==> config.mk <==
export PLATFORM = sky130hd
export DESIGN_NAME = irpd_frame_fsm
export DESIGN_NICKNAME = d
export VERILOG_FILES = /design/src/hdl/irpd_pkg.sv /design/src/hdl/irpd_frame_fsm.sv
export VERILOG_INCLUDE_DIRS = /design/src /design/src/hdl
export SDC_FILE = /design/constraint.sdc
export NUM_CORES = 1
export LEC_CHECK = 0
export BUFFER_PORTS_ARGS = -buffer_cell sky130_fd_sc_hd__buf_2
export CORE_MARGIN = 1
export CORE_UTILIZATION = 45
export DETAILED_ROUTE_END_ITERATION = 10
export PLACE_DENSITY = 0.6
export SKIP_LAST_GASP = 1
export SLEW_MARGIN = 40
export SYNTH_ARGS = -nofsm -noshare
export SYNTH_HDL_FRONTEND = slang
export SYNTH_SLANG_ARGS = --single-unit
export TNS_END_PERCENT = 5
==> constraint.sdc <==
create_clock -name clk_i -period 15.25 [get_ports clk_i]
set_clock_uncertainty 0.2 [all_clocks]
set_input_delay 3.05 -clock clk_i [delete_from_list [all_inputs] [get_ports clk_i]]
set_output_delay 3.05 -clock clk_i [all_outputs]
set_load 0.1 [all_outputs]
==> src/hdl/assert_macros.svh <==
// Concurrent assertion helpers, empty for synthesis.
`ifndef ASSERT_MACROS_SVH
`define ASSERT_MACROS_SVH

`ifndef SYNTHESIS

`define ASSERT_AT(lbl, clk, rstn, prop) \
  lbl: assert property (@(posedge clk) disable iff (!(rstn)) (prop)) \
    else $error("assertion failed");

`define ASSERT_NEVER(lbl, clk, rstn, expr) \
  lbl: assert property (@(posedge clk) disable iff (!(rstn)) !(expr)) \
    else $error("forbidden condition seen");

`else

`define ASSERT_AT(lbl, clk, rstn, prop)

`define ASSERT_NEVER(lbl, clk, rstn, expr)

`endif

`endif

==> src/hdl/irpd_pkg.sv <==
package irpd_pkg;

  localparam int unsigned TICK_COUNTER_BITS_DEF = 16;
  localparam int unsigned MSG_BITS = 32;
  localparam int unsigned ONE_MIN_TICKS = 150;
  localparam int unsigned ONE_MAX_TICKS = 249;

  localparam int unsigned CFG_IDX_W = 1;
  localparam int unsigned CFG_DATA_W = 16;

  localparam logic [CFG_IDX_W-1:0] REG_TIMEOUT_TICKS    = 1'd0;
  localparam logic [CFG_IDX_W-1:0] REG_EXPECTED_ADDRESS = 1'd1;

  localparam logic [15:0] TIMEOUT_TICKS_RST    = 16'd1500;
  localparam logic [7:0]  EXPECTED_ADDRESS_RST = 8'd0;

  typedef enum logic [2:0] {
    PH_IDLE  = 3'd0,
    PH_START = 3'd1,
    PH_RISE  = 3'd2,
    PH_HIGH  = 3'd3,
    PH_LOW   = 3'd4,
    PH_TRAIL = 3'd5
  } phase_e;

  typedef struct packed {
    logic [15:0] timeout_ticks;
    logic [7:0]  expected_address;
  } cfg_t;

  typedef struct packed {
    logic [7:0] address;
    logic [7:0] data;
    logic       valid_res;
  } res_t;

endpackage

==> src/hdl/irpd_frame_fsm.sv <==
`include "assert_macros.svh"

module irpd_frame_fsm
  import irpd_pkg::*;
#(
  parameter int unsigned TICK_COUNTER_BITS = TICK_COUNTER_BITS_DEF
) (
  input  logic clk_i,
  input  logic rst_ni,
  input  logic step_i,
  input  logic ir_level_i,
  input  cfg_t cfg_i,
  output logic emit_o,
  output res_t res_o
);

  localparam int unsigned CMP_W = (TICK_COUNTER_BITS > 16) ? TICK_COUNTER_BITS : 16;
  localparam logic [TICK_COUNTER_BITS-1:0] TICK_MAX = {TICK_COUNTER_BITS{1'b1}};
  localparam logic [TICK_COUNTER_BITS-1:0] ONE_MIN = TICK_COUNTER_BITS'(ONE_MIN_TICKS);
  localparam logic [TICK_COUNTER_BITS-1:0] ONE_MAX = TICK_COUNTER_BITS'(ONE_MAX_TICKS);

  phase_e                       phase_q, phase_d;
  logic [TICK_COUNTER_BITS-1:0] elapsed_q, elapsed_d, elapsed_inc;
  logic [5:0]                   bit_idx_q, bit_idx_d, bit_idx_inc;
  logic [MSG_BITS-1:0]          buf_q, buf_d;
  logic [MSG_BITS-1:0]          prev_q, prev_d;
  logic                         tmo_q, tmo_d;

  logic tmo_hit, active, hold_high, tmo_ev, rise_ev, frame_go, last_bit, bit_one, emit;

  assign elapsed_inc = (elapsed_q == TICK_MAX) ? elapsed_q : elapsed_q + 1'b1;
  assign tmo_hit     = CMP_W'(elapsed_inc) >= CMP_W'(cfg_i.timeout_ticks);
  assign active      = (phase_q == PH_HIGH) || (phase_q == PH_LOW);
  assign hold_high   = (phase_q == PH_HIGH) && ir_level_i;
  assign tmo_ev      = active && !hold_high && tmo_hit;
  assign rise_ev     = (phase_q == PH_LOW) && ir_level_i && !tmo_hit;
  assign frame_go    = (phase_q == PH_RISE) && ir_level_i;
  assign bit_idx_inc = bit_idx_q + 6'd1;
  assign last_bit    = bit_idx_inc[5];
  assign bit_one     = (elapsed_inc >= ONE_MIN) && (elapsed_inc <= ONE_MAX);
  assign emit        = !ir_level_i && (tmo_ev || (phase_q == PH_TRAIL));

  always_comb begin
    phase_d = phase_q;
    unique case (phase_q)
      PH_START: if (!ir_level_i) phase_d = PH_RISE;
      PH_RISE:  if (ir_level_i) phase_d = PH_HIGH;
      PH_HIGH: begin
        if (!ir_level_i) begin
          phase_d = tmo_hit ? PH_IDLE : PH_LOW;
        end
      end
      PH_LOW: begin
        if (tmo_hit) begin
          phase_d = ir_level_i ? PH_TRAIL : PH_IDLE;
        end else if (ir_level_i) begin
          phase_d = last_bit ? PH_TRAIL : PH_HIGH;
        end
      end
      PH_TRAIL: if (!ir_level_i) phase_d = PH_IDLE;
      default:  phase_d = ir_level_i ? PH_START : PH_IDLE;
    endcase
  end

  always_comb begin
    elapsed_d = elapsed_q;
    bit_idx_d = bit_idx_q;
    buf_d     = buf_q;
    tmo_d     = tmo_q;
    prev_d    = prev_q;
    if (frame_go) begin
      elapsed_d = '0;
      bit_idx_d = '0;
      buf_d     = '0;
      tmo_d     = 1'b0;
    end
    if (active) begin
      elapsed_d = rise_ev ? '0 : elapsed_inc;
    end
    if (tmo_ev) begin
      buf_d = prev_q;
      tmo_d = 1'b1;
    end
    if (rise_ev) begin
      buf_d     = {buf_q[MSG_BITS-2:0], bit_one};
      bit_idx_d = bit_idx_inc;
    end
    if (emit) begin
      prev_d = buf_d;
    end
  end

  always_comb begin
    emit_o          = step_i && emit;
    res_o.address   = buf_d[31:24];
    res_o.data      = buf_d[15:8];
    res_o.valid_res = !tmo_d && (buf_d[31:24] == cfg_i.expected_address) &&
                      (buf_d[31:24] == ~buf_d[23:16]) && (buf_d[15:8] == ~buf_d[7:0]);
  end

  always_ff @(posedge clk_i or negedge rst_ni) begin
    if (!rst_ni) begin
      phase_q   <= PH_IDLE;
      elapsed_q <= '0;
      bit_idx_q <= '0;
      buf_q     <= '0;
      prev_q    <= '0;
      tmo_q     <= 1'b0;
    end else if (step_i) begin
      phase_q   <= phase_d;
      elapsed_q <= elapsed_d;
      bit_idx_q <= bit_idx_d;
      buf_q     <= buf_d;
      prev_q    <= prev_d;
      tmo_q     <= tmo_d;
    end
  end

  `ASSERT_AT(a_emit_to_idle, clk_i, rst_ni, emit_o |=> phase_q == PH_IDLE)
  `ASSERT_NEVER(a_bit_idx_range, clk_i, rst_ni, bit_idx_q > 6'd32)
  `ASSERT_NEVER(a_tmo_never_valid, clk_i, rst_ni, emit_o && tmo_d && res_o.valid_res)
  `ASSERT_AT(a_emit_saves_msg, clk_i, rst_ni, emit_o |=> prev_q == $past(buf_d))

endmodule

**Word-level counts from Yosys, hierarchy flattened**

Index checks and enable logic that the tools add are counted.
W data, S select, Z words.

- Multiply operators: 0
- Bitwise operators: 2
- Equality and inequality tests: 14
- Add/sub/neg operators: 2
- Magnitude comparators: 3
- Mux-type cells: 22
- Reductions and logical operators: 24
- Divide/modulo/power cells: 0
- Shift operators: 0

Operators with widths:

| cell | count |
|---|---|
| $mux W32 | 3 |
| $mux W16 | 4 |
| $mux W3 | 9 |
| $eq A8 B8 Y1 | 3 |
| $add A16 B1 Y16 const B | 1 |
| $eq A16 B16 Y1 const B | 1 |
| $ge A16 B16 Y1 | 1 |
| $ge A16 B8 Y1 const B | 1 |
| $le A16 B8 Y1 const B | 1 |
| $not A8 Y8 | 2 |
| $pmux W3 S5 | 1 |
| $logic_and A1 B1 Y1 | 12 |
| $mux W6 | 2 |
| $ne A2 B2 Y1 const B | 4 |
| $add A6 B1 Y6 const B | 1 |
| $eq A3 B2 Y1 const B | 2 |
| $eq A3 B3 Y1 const B | 2 |
| $reduce_and A2 Y1 | 3 |
| $reduce_and A6 Y1 | 1 |
| $logic_not A1 Y1 | 4 |
| $reduce_bool A2 Y1 | 2 |
| $eq A3 B1 Y1 const B | 1 |
| $mux W1 | 3 |
| $ne A3 B3 Y1 const B | 1 |
| $logic_or A1 B1 Y1 | 2 |

- Word-level logic and storage cells: 73
- Bits in registers: 90
- Bits in writable memories: 0
- ROM bits: 0
- Memories kept: 0
- Bits in latches: 0

**Longest topological paths before layout**

- Depth after elaboration: 11
- Gate-level depth with buffers: 18
- Gate-level depth less buffers: 14

**Worst setup path after synthesis**

Ideal clock, no wire load.

- Path type: input -> output
- Start: in cfg_i[8] (netlist name)
- End: out res_o[0] (netlist name)
- Slack: 4.623 ns
- Cell stages on the path: 10
- Arrival: 7.377 ns
- Cells stage by stage: ha_1 nand2b_1 a2111oi_1 a2111oi_4 or3_1 buf_6 mux2i_1 a32o_2 or3b_1 a2111oi_2

RTL lines:

| element | line | text |
|---|---|---|
| from (decl) | irpd_frame_fsm.sv:12 | `input cfg_t cfg_i,` |
| to (decl) | irpd_frame_fsm.sv:14 | `output res_t res_o` |

==> results.md <==
* Core area at approximately 0.013 mm²
* Mapped Avg Cell Area at 9.07 µm²
* Share of layout cells above drive strength 1 at 22.5%
* Power share of the clock group at about a third
* PD cells at 89.9 mW/mm²
* Internal power at 0.000408 W
* Unrepaired setup endpoints after global routing: false
* Critical-path cell list: buf_2 -> ha_1 -> nand2b_1 -> a2111oi_1 -> a2111oi_4 -> or3_2 -> buf_4 -> mux2i_1 -> xor2_1 -> or4_1 -> a2111oi_2 -> buf_2
* WP data arrival at approximately 7000 ps
* Setup TNS at 0 ps
* #FFs+latches synth at 90
* Die Footprint at 0.0144 mm²
* Most common cell after layout, fill and taps aside: dfrtp_1
* Remaining global-route overflow at 0
* Setup crit start kind: input pin
* Worst path max stage delay at 720 ps
* Maxcap violations at 0
* Initial Utilization at a little under half
* Fin crit period at between 10000 and 15000 ps
* Sw Ratio at 33.1%
* Max clock buf depth at 2
* Period utilization at about two thirds
* DRC at 0
* Clk sink count at 90
* Die W at 120 µm
* Worst R2R Start: elapsed_q[0]
* CTS tree: yes
* Ports at 46
* Fin. max-slew vios at 0
* Psw at about 0.00020 W
* Final nets at 740
* Layout area overhead at 7.85%
* Sequential share of the synthesized area at around 36%
* Dpl hpwl at ~11 mm
* Critical path's most frequent cell: buf_2
* Met2 wire len at 7.79 mm
* Clock transition at the registers of the reported paths at 60 ps
* Max VDD drop at 0.0000522 V
* Metal-1 WL at 7.14 mm
* Initial DRC count at 310
* Drt total wl at 15.9 mm
* First-pass GRT wire length at 26.4 mm
* Flip-flop and latch area at 0.00225 mm²
* EDFF count, synth at 0
* Vias in the first global route at between 5000 and 6000
* Antenna viol nets, final at 0
* # port buffers at between 40 and 50
* Ys flop type: dfrtp_1
* Sequential share of power at 44.0%
* Crit-path max FO at 62
* Final Hold Vio Count at 0
* # diodes at 0
* Static Leak at 3.18 nW
* Largest net degree at the start of global routing at 63
* Crit-path slowest cell: a2111oi_1
* DR pass1 iterations at 6
* Cells after Synth at 692
* Placed cells at between 800 and 900
* CP Class: in2out
* CTS H-tree depth at 3
* Synth cell types at 73
* Initial antenna violation count at 0
* Ys async rst share at 100%
* CP Launch Point: cfg_i[8]
* Rows at 42
* Design Area, Final at between 0.006 and 0.007 mm²
* Beginning of the worst hold path: prev_q[14]
* Die Height at 120 µm
* Hold/Removal Path Class: reg2reg
* Routed wl met3 at approximately 560 µm
* Dpl cell area at 0.00650 mm²
* Gr usage total at 23.4%
* Slew HR at 47.0%
* Multi-input gate area at 0.00362 mm²
* Gpl congestion at 0.817
* # fillers at 1274
* # hold bufs at CTS at 0
* Syn Nets at 738
* Vias at 5215
* Root Buffer: clkbuf_16
* Highest metal used: met4
* Total setup buffers inserted after CTS at 0
* Post-CTS sizing at 0
* CP Capture Type: output port
* CP Data Required Time at between 10000 and 15000 ps
* Worst Tran Pin Value at 792 ps
* Setup violators final at 0
* R2r setup slk at between 10000 and 15000 ps
* Most frequent cells in the layout: dfrtp_1, nand2_1, mux2_2, buf_2, a21oi_1
* Fin cells at 874
* Fmax at 97.4 MHz
* Via density at 5.97
* Logic gate share of total power at 21.1%
* CTS buffer count at 9
* Clk_lat worst skew at 350 ps
* WL per Instance at 18.2 µm
* Yosys warns at 0
* Cell Area, Synth at 0.00628 mm²
* Status: completed
## per-stage QoR
stage	worst slack [ps]	hold slack [ps]	total power [W]	util [%]
6_report	4980	307	0.000609	50.5
5_1_grt	4760	320	0.000640	50.5
4_1_cts	4990	309	0.000615	50.5
3_5_place_dp	5000	285	0.000400	48.5
3_3_place_gp	5150	289	0.000396	48.4
2_1_floorplan	4620	266	0.000359	-
## state kept, by name (all words and copies together), names as in the netlist
name       count
bit_idx_q      6
phase_q        3
elapsed_q     16
prev_q        32
buf_q         32
tmo_q          1
## power by group through the flow
stage | Clock, W | Combinational, W | Sequential [W]
after floorplan | 0 | 0.0000920 | 0.000267
after global placement | 0 | 0.000125 | 0.000271
after detailed placement | 0 | 0.000128 | 0.000272
after CTS | 0.000219 | 0.000128 | 0.000267
after global routing | 0.000228 | 0.000142 | 0.000270
final | 0.000212 | 0.000129 | 0.000268
## synth_stat cells, drive strengths merged, types with 9 or more instances
cell type / n / area share [%]
a21oi: 38 / 3.0
nand2b: 10 / 1.0
buf: 35 / 3.5
nand3: 32 / 2.6
and3: 30 / 3.0
a22o: 9 / 1.3
nor2: 35 / 2.1
xnor2: 20 / 2.8
a211oi: 17 / 2.0
xor2: 11 / 1.5
nor3: 9 / 0.80
nor4: 10 / 1.1
nand2: 72 / 4.3
nor2b: 10 / 1.0
ha: 18 / 3.6
inv: 27 / 1.6
mux2: 63 / 11
o21ai: 37 / 2.9
clkbuf: 29 / 1.8
dfrtp: 90 / 36
a31oi: 18 / 1.8
## logic make-up (layout without fill, tap and decap cells)
logic type               after synthesis  count (layout)  synth area share [%]
AO/OA/AOI/OAI                        150             150                  15.9
buffers and inverters                 91              97                  6.85
multiplexers                          73              73                  13.6
flip-flops                            90              90                  35.9
adder cells (fa/ha/maj)               18              18                  3.59
XOR/XNOR                              31              31                  4.32
AND/OR/NAND/NOR                      239             239                  19.9
## cell type report
cell class	instances	area share (%)
multi-input combinational	511	53.5
timing repair buffer	55	4.47
inverter	27	1.50
sequential	90	33.3
tap	176	3.25
clock inverter	4	0.425
clock buffer	11	3.58
## critical path: cells and delay by family
family | cells | cell delay (ps)
and+or+nand+nor | 3 | 1110
AOI/OAI and AO/OA | 3 | 1110
buffers and inverters | 3 | 920
muxes | 1 | 430
adders and majority gates | 1 | 270
xor gates and xnor gates | 1 | 110
## path summary, 6_finish.rpt
path / end / depth (start not counted)
setup / recovery: res_o[0] / 12
hold / removal: prev_q[14] / 1
setup reg to reg: prev_q[13] / 13
hold reg to reg: prev_q[14] / 1
max in group asynchronous: prev_q[5] / 2
min in group asynchronous: elapsed_q[2] / 1
## metal layers
metal | track usage (%) | up-vias
met2 | 39.1 | 108
met4 | 12.2 | 0
met1 | 29.2 | 2581
met3 | 3.52 | 29
met5 | 0 | -
li1 | - | 2497
Note: power is estimated with default switching activity, not from simulation.
